===== config.mk =====
export PLATFORM = sky130hd
export DESIGN_NAME = rrb_ctrl
export DESIGN_NICKNAME = d
export VERILOG_FILES = /design/src/hw/rtl/rrb_pkg.sv /design/src/hw/rtl/rrb_ctrl.sv
export SDC_FILE = /design/constraint.sdc
export NUM_CORES = 1
export LEC_CHECK = 0
export BUFFER_PORTS_ARGS = -buffer_cell sky130_fd_sc_hd__buf_4
export CAP_MARGIN = 20
export CORE_MARGIN = 2
export CORE_UTILIZATION = 53
export CTS_CLUSTER_SIZE = 10
export DETAILED_ROUTE_END_ITERATION = 7
export PLACE_DENSITY = 0.83
export SLEW_MARGIN = 5
export SYNTH_ARGS = -nofsm -noshare
export SYNTH_HDL_FRONTEND = slang
export SYNTH_SLANG_ARGS = --single-unit

===== constraint.sdc =====
create_clock -name i_clk -period 2.61 [get_ports i_clk]
set_input_delay 0.1305 -clock i_clk [delete_from_list [all_inputs] [get_ports i_clk]]
set_output_delay 0.1305 -clock i_clk [all_outputs]
set_load 0.03 [all_outputs]

===== src/hw/rtl/rrb_pkg.sv =====
package rrb_pkg;

    localparam int SEQ_W  = 31;
    localparam int LEN_W  = 10;
    localparam int KIND_W = 3;
    localparam int FUNC_W = 2;
    localparam int WIN_W  = 6;

    localparam logic [FUNC_W-1:0] FUNC_DATA = 2'd0;
    localparam logic [FUNC_W-1:0] FUNC_SYN  = 2'd1;
    localparam logic [FUNC_W-1:0] FUNC_FIN  = 2'd2;

    localparam logic [KIND_W-1:0] KIND_ACK  = 3'd0;
    localparam logic [KIND_W-1:0] KIND_REL  = 3'd1;
    localparam logic [KIND_W-1:0] KIND_SYN  = 3'd2;
    localparam logic [KIND_W-1:0] KIND_FIN  = 3'd3;
    localparam logic [KIND_W-1:0] KIND_DROP = 3'd4;

    // controller to datapath
    typedef struct packed {
        logic load;        // capture input item
        logic chain_init;  // cursor <= seq + len
        logic chain_step;  // advance cursor through matching entry
        logic chain_done;  // commit cursor to expected
        logic store;       // write item into table if not duplicate and a slot is free
        logic rel_pop;     // release lowest valid entry below expected
        logic out_load;    // load output register
        logic [KIND_W-1:0] out_kind;
        logic out_drop;
        logic out_last;
    } t_cmd;

    // datapath to controller
    typedef struct packed {
        logic [FUNC_W-1:0] func;
        logic full;
        logic in_order;
        logic above;
        logic hit;       // cursor matches a valid entry
        logic hit_zero;  // that entry has zero length
        logic rel_any;   // some valid entry below expected
        logic rel_multi; // more than one such entry
    } t_sts;

endpackage


===== src/hw/rtl/rrb_ctrl.sv =====
module rrb_ctrl #(
    parameter int CAPACITY = 32
) (
    input  logic          i_clk,
    input  logic          i_rst_n,
    input  logic          i_valid,
    output logic          o_ready,
    output logic          o_valid,
    input  logic          i_ready,
    input  rrb_pkg::t_sts i_sts,
    output rrb_pkg::t_cmd o_cmd
);

    localparam logic [2:0] S_IDLE  = 3'd0;
    localparam logic [2:0] S_DEC   = 3'd1;
    localparam logic [2:0] S_CHAIN = 3'd2;
    localparam logic [2:0] S_STORE = 3'd3;
    localparam logic [2:0] S_REL   = 3'd4;
    localparam logic [2:0] S_TAIL  = 3'd5;
    localparam logic [2:0] S_WAIT  = 3'd6;

    localparam int STEP_W = $clog2(CAPACITY + 1);

    logic [2:0]        r_state, n_state;
    logic [STEP_W-1:0] r_steps, n_steps;
    logic              r_drop, n_drop;
    logic              r_ovalid, n_ovalid;

    logic out_free;
    assign out_free = !r_ovalid || i_ready;
    assign o_valid  = r_ovalid;
    assign o_ready  = (r_state == S_IDLE);

    always_comb begin
        n_state  = r_state;
        n_steps  = r_steps;
        n_drop   = r_drop;
        n_ovalid = r_ovalid && !i_ready;
        o_cmd    = '0;
        case (r_state)
            S_IDLE: begin
                if (i_valid) begin
                    o_cmd.load = 1'b1;
                    n_state    = S_DEC;
                end
            end
            S_DEC: begin
                n_drop = 1'b0;
                case (i_sts.func)
                    rrb_pkg::FUNC_DATA: begin
                        if (i_sts.full) begin
                            if (out_free) begin
                                o_cmd.out_load = 1'b1;
                                o_cmd.out_kind = rrb_pkg::KIND_DROP;
                                o_cmd.out_drop = 1'b1;
                                o_cmd.out_last = !i_sts.rel_any;
                                n_ovalid = 1'b1;
                                n_drop   = 1'b1;
                                n_state  = i_sts.rel_any ? S_REL : S_IDLE;
                            end
                        end else if (i_sts.in_order) begin
                            o_cmd.chain_init = 1'b1;
                            n_steps = '0;
                            n_state = S_CHAIN;
                        end else begin
                            o_cmd.store = i_sts.above;
                            n_state = S_STORE;
                        end
                    end
                    rrb_pkg::FUNC_SYN: begin
                        if (out_free) begin
                            o_cmd.out_load = 1'b1;
                            o_cmd.out_kind = rrb_pkg::KIND_SYN;
                            o_cmd.out_last = 1'b1;
                            n_ovalid = 1'b1;
                            n_state  = S_IDLE;
                        end
                    end
                    rrb_pkg::FUNC_FIN: begin
                        n_state = S_REL;
                    end
                    default: n_state = S_IDLE;
                endcase
            end
            S_CHAIN: begin
                if (i_sts.hit && r_steps < STEP_W'(CAPACITY - 1) && !i_sts.hit_zero) begin
                    o_cmd.chain_step = 1'b1;
                    n_steps = r_steps + STEP_W'(1);
                end else begin
                    if (i_sts.hit) o_cmd.chain_step = 1'b1;
                    n_state = S_WAIT;
                end
            end
            S_WAIT: begin
                o_cmd.chain_done = 1'b1;
                n_state = S_TAIL;
            end
            S_TAIL: begin
                o_cmd.store = 1'b1;
                n_state = S_STORE;
            end
            S_STORE: begin
                if (out_free) begin
                    o_cmd.out_load = 1'b1;
                    o_cmd.out_kind = rrb_pkg::KIND_ACK;
                    o_cmd.out_last = 1'b1;
                    n_ovalid = 1'b1;
                    n_state  = S_IDLE;
                end
            end
            S_REL: begin
                if (out_free) begin
                    o_cmd.out_load = 1'b1;
                    n_ovalid = 1'b1;
                    o_cmd.out_drop = r_drop;
                    if (i_sts.rel_any) begin
                        o_cmd.rel_pop  = 1'b1;
                        o_cmd.out_kind = rrb_pkg::KIND_REL;
                        // drop run ends on its final release, no FIN reply
                        if (r_drop && !i_sts.rel_multi) begin
                            o_cmd.out_last = 1'b1;
                            n_state = S_IDLE;
                        end
                    end else begin
                        o_cmd.out_kind = rrb_pkg::KIND_FIN;
                        o_cmd.out_last = 1'b1;
                        n_state = S_IDLE;
                    end
                end
            end
            default: n_state = S_IDLE;
        endcase
    end

    always_ff @(posedge i_clk) begin
        if (!i_rst_n) begin
            r_state  <= S_IDLE;
            r_steps  <= '0;
            r_drop   <= 1'b0;
            r_ovalid <= 1'b0;
        end else begin
            r_state  <= n_state;
            r_steps  <= n_steps;
            r_drop   <= n_drop;
            r_ovalid <= n_ovalid;
        end
    end

    assert property (@(posedge i_clk) disable iff (!i_rst_n)
        o_cmd.load |-> r_state == S_IDLE)
        else $error("load outside idle");
    assert property (@(posedge i_clk) disable iff (!i_rst_n)
        (r_ovalid && !i_ready) |-> !o_cmd.out_load)
        else $error("output overwritten");
    assert property (@(posedge i_clk) disable iff (!i_rst_n)
        o_cmd.store |-> !o_cmd.rel_pop)
        else $error("store and release together");

endmodule

# Yosys cells after proc, flatten, opt, wreduce, memory -nomap -nowiden
# Cells that the tools add are included.
# Widths: inputs -> output; s select.
[word_totals] register_bits=11 elab_cells=93
[classes] addsub=1 magnitude_cmp=1 n_eq_ne=17 n_mux=54 n_reduce_logical=16
[op_table] operator="$mux 6" n=6
[op_table] operator="$mux 3" n=9
[op_table] operator="$mux 1" n=24
[op_table] operator="$pmux 3 s7" n=1
[op_table] operator="$ne 2x2->1 const B" n=6
[op_table] operator="$pmux 4 s3" n=1
[op_table] operator="$pmux 6 s2" n=1
[op_table] operator="$pmux 1 s2" n=5
[op_table] operator="$reduce_and 5->1" n=2
[op_table] operator="$eq 3x3->1 const B" n=3
[op_table] operator="$pmux 3 s3" n=1
[op_table] operator="$mux 4" n=2
[op_table] operator="$pmux 4 s2" n=1
[op_table] operator="$mux 7" n=1
[op_table] operator="$add 6x1->6 const B" n=1
[op_table] operator="$eq 3x2->1 const B" n=2
[op_table] operator="$lt 6x5->1 const B" n=1
[op_table] operator="$logic_not 1->1" n=5
[op_table] operator="$logic_and 1x1->1" n=4
[op_table] operator="$ne 4x4->1 const B" n=1
[op_table] operator="$eq 3x1->1 const B" n=1
[op_table] operator="$logic_not 3->1" n=1
[op_table] operator="$ne 3x3->1 const B" n=1
[op_table] operator="$pmux 1 s3" n=1
[op_table] operator="other kinds (8)" n=8

# Depth between registers and ports, before layout
[logic_depth] depth_word=6 ltp_mapped=6 depth_no_buf=6

# Least setup slack after synthesis
# No wires, ideal clock.
[synth_timing] path_kind="register -> output" start="reg r_state[1]" end="out o_cmd[11] (netlist bit)" t_arrival_ns=1.658 required_time_ns=2.480 slack_ns=0.822 stages_incl_launch_ff=4 cell_sequence="dfxtp_1 > clkbuf_1 > nor3_1 > and2_1"
[synth_rtl] element="start, declared" line="rrb_ctrl.sv:24" rtl="logic [2:0] r_state, n_state;"
[synth_rtl] element="start signal, assigned" line="rrb_ctrl.sv:142" rtl="r_state <= n_state;"
[synth_rtl] element="end, declared" line="rrb_ctrl.sv:11" rtl="output rrb_pkg::t_cmd o_cmd"

==> results.md <==
* Post-synthesis average cell area at 7.17 um2
* Htree depth at 1
* Static leakage at 0.461 nW
* CTS max path bufs at 2
* Most frequent cells in the layout: buf_4 (26), nand2_1 (13), dfxtp_1 (11)
* Hpwl dp at 1.60 mm
* Design Area, Final at 1030 um2
* Wirelength per Cell at 13.4 um
* Status: complete, no violations
* GRT overflow at 0
* Rows at 14
* TritonCTS buffer count at 3
* Largest net degree at the start of global routing at 14
* Final hold violations at 0
* Sequential share of the synthesized area at 26.5%
* Pwr Total at 446 uW
* Yosys warnings at 0
* Fin. max-slew vios at 0
* Final #Nets at 153
* Slew HR at 69.6%
* GP Congestion at 0.905
* Antenna viol nets, final at 0
* Global-route met3 utilization at 6.67%
* Worst Skew at 3.48 ps
* Root Buffer: clkbuf_4
* Placed Area at 1010 um2
* Critical-path top delay cell: dfxtp_1
* Final Critical Period at 2050 ps
* WS Path Type: reg2out
* Placed cells at 150
* Final hold slack at 165 ps
* Skew-Pair Late Insertion Delay at 260 ps
* Port Buffer Count at 26
* RR Startpoint: r_state[0]
* Pre-CTS setup slack at 873 ps
* Vias at 902
* Antenna violations before repair at 0
* Worst Setup SP: r_state[0]
* Max frequency at 487 MHz
* Tightest Hold Check Type: in2reg
* Drt drc at 0
* First DRT Iteration DRCs at 26
* CTS tree: built
* Critical-path cell list: or3b_4 -> nor3_4 -> nand3_1 -> nand2_1 -> buf_4
* Total Neg Setup Slack at 0 ps
* Met2 Usage GRT at 36.2%
* Hold Buf Count CTS at 0
* Slowest stage delay, CP at 530 ps
* IO Count at 27
* Ant diodes at 0
* Critical Path Start Type: flop
* Reg2Reg Depth at 5
* Post-synth cell types at 35
* Syn nets at 130
* Setup bufs post-CTS at 0
* RSZ-0062 raised after global routing: no
* DIE AREA at 1900 um2
* Worst Tran Pin Value at 455 ps
* Reg-to-Reg End: r_steps[2]
* Final setup viols at 0
* # resized after CTS at 0
* PD cells at 433 nW/um2
* Finished Core Util at 69.3%
* Non-Filler Instances at 154
* Gr busiest metal: met2
* Die H at 43.6 um
* 1st-pass router iterations at 4
* Seq cells post-synth at 11
* Hold path cells at 3
* Post-Route WL at 2.06 mm
* Mapped Area at 832 um2
* Via density per instance at 5.86
* Vias in the first global route at 800
* Worst setup margin at 559 ps
* CP required at 2480 ps
* Die X at 43.6 um
* First-pass GRT wire length at 3.51 mm
* Initial core utilization at 55.9%
* Crit path DAT at 1920 ps
* Crit path to: o_cmd[1]
* Max Fanout on Critical Path at 11
* Flop2flop setup slack at 840 ps
* Crit share post-route at 78.6%
* Clk slew on worst S/H paths at 70 ps
* Area delta synth->final at 24.1%
* M1 GR Usage at 33.8%
* Commonest non-fill, non-tap cell in the layout: buf_4
* Core Box Area at 1490 um2
* Global router's overall resource usage at 24.4%
* # Max-Cap Violations at 0
* Clk sink count at 11
* Syn Inst Count at 116
* Worst vdd ir at 0.000319 V
* Layout cells sized above 1 at 24.6%
* CP endpoint kind: output port
## layout make-up
type | count | area [um2]
multi-input combinational | 90 | 544
fill | 133 | 457
sequential | 11 | 220
timing repair buffer | 26 | 195
clock buffer | 4 | 26.3
inverter | 7 | 26.3
tap | 16 | 20.0
## worst max-delay path, delay by kind of cell, from the launching register on
family,cells,cell delay (ps)
and+or+nand+nor,4,970
buffers and inverters,1,150
DFF,1,530
## cells in the mapped netlist
cell	count	area share, %
nand2_1	13	5.9
dfxtp_1	11	26
nor2_1	10	4.5
o21ai_0	9	5.4
a21oi_1	8	4.8
inv_1	7	3.2
nand3_1	6	3.6
nor3_1	5	3.0
a21boi_0	4	3.6
clkbuf_1	4	1.8
nor2b_1	4	3.0
a31oi_1	3	2.3
and2_1	3	2.3
buf_2	3	1.8
nand2b_1	3	2.3
nand4_1	3	2.3
nor3b_1	2	1.8
a21boi_1	1	0.90
a21o_1	1	0.90
a41o_1	1	1.2
a41oi_1	1	1.1
and2b_1	1	0.90
and4_2	1	1.2
buf_6	1	1.4
ha_1	1	1.5
nand3b_1	1	0.90
nand4b_1	1	1.1
nor3_4	1	2.0
nor3b_4	1	2.3
nor4_1	1	0.75
o211ai_1	1	0.90
o21a_4	1	1.8
o311ai_0	1	1.1
o32ai_1	1	1.1
or3b_4	1	1.4
## sequential cells by signal, indices dropped and copies added, names as in the netlist
signal   count
r_drop       1
r_steps      6
o_valid      1
r_state      3
## layer usage
layer | share of wire [%] | wire [um]
met1 | 46 | 942
met2 | 47 | 964
met3 | 6.7 | 137
met4 | 0.49 | 10
met5 | 0 | 0
## worst min-delay path by stage
| stage | startpoint | end | slack, ps |
|---|---|---|---|
| CTS | i_rst_n | r_steps[4] | 160 |
| global placement | i_rst_n | r_steps[4] | 440 |
| floorplan | i_rst_n | r_steps[3] | 270 |
| global route | i_rst_n | r_steps[4] | 170 |
| detailed placement | i_rst_n | r_steps[4] | 440 |
| finish | i_rst_n | r_steps[4] | 160 |
## cell families after synthesis
family	count (synthesis)	share of synthesized area (%)
AND/OR/NAND/NOR	57	38.9
adder cells (fa/ha/maj)	1	1.50
flip-flops	11	26.5
buffers and inverters	15	8.12
AO/OA/AOI/OAI	32	25.0
## power breakdown
part,internal (mW),switching (mW),total [mW]
clock,0.0591,0.0548,0.114
sequential,0.174,0.0133,0.187
combinational,0.0608,0.0846,0.145
total,0.294,0.153,0.446
(Power assumes the default switching activity.)
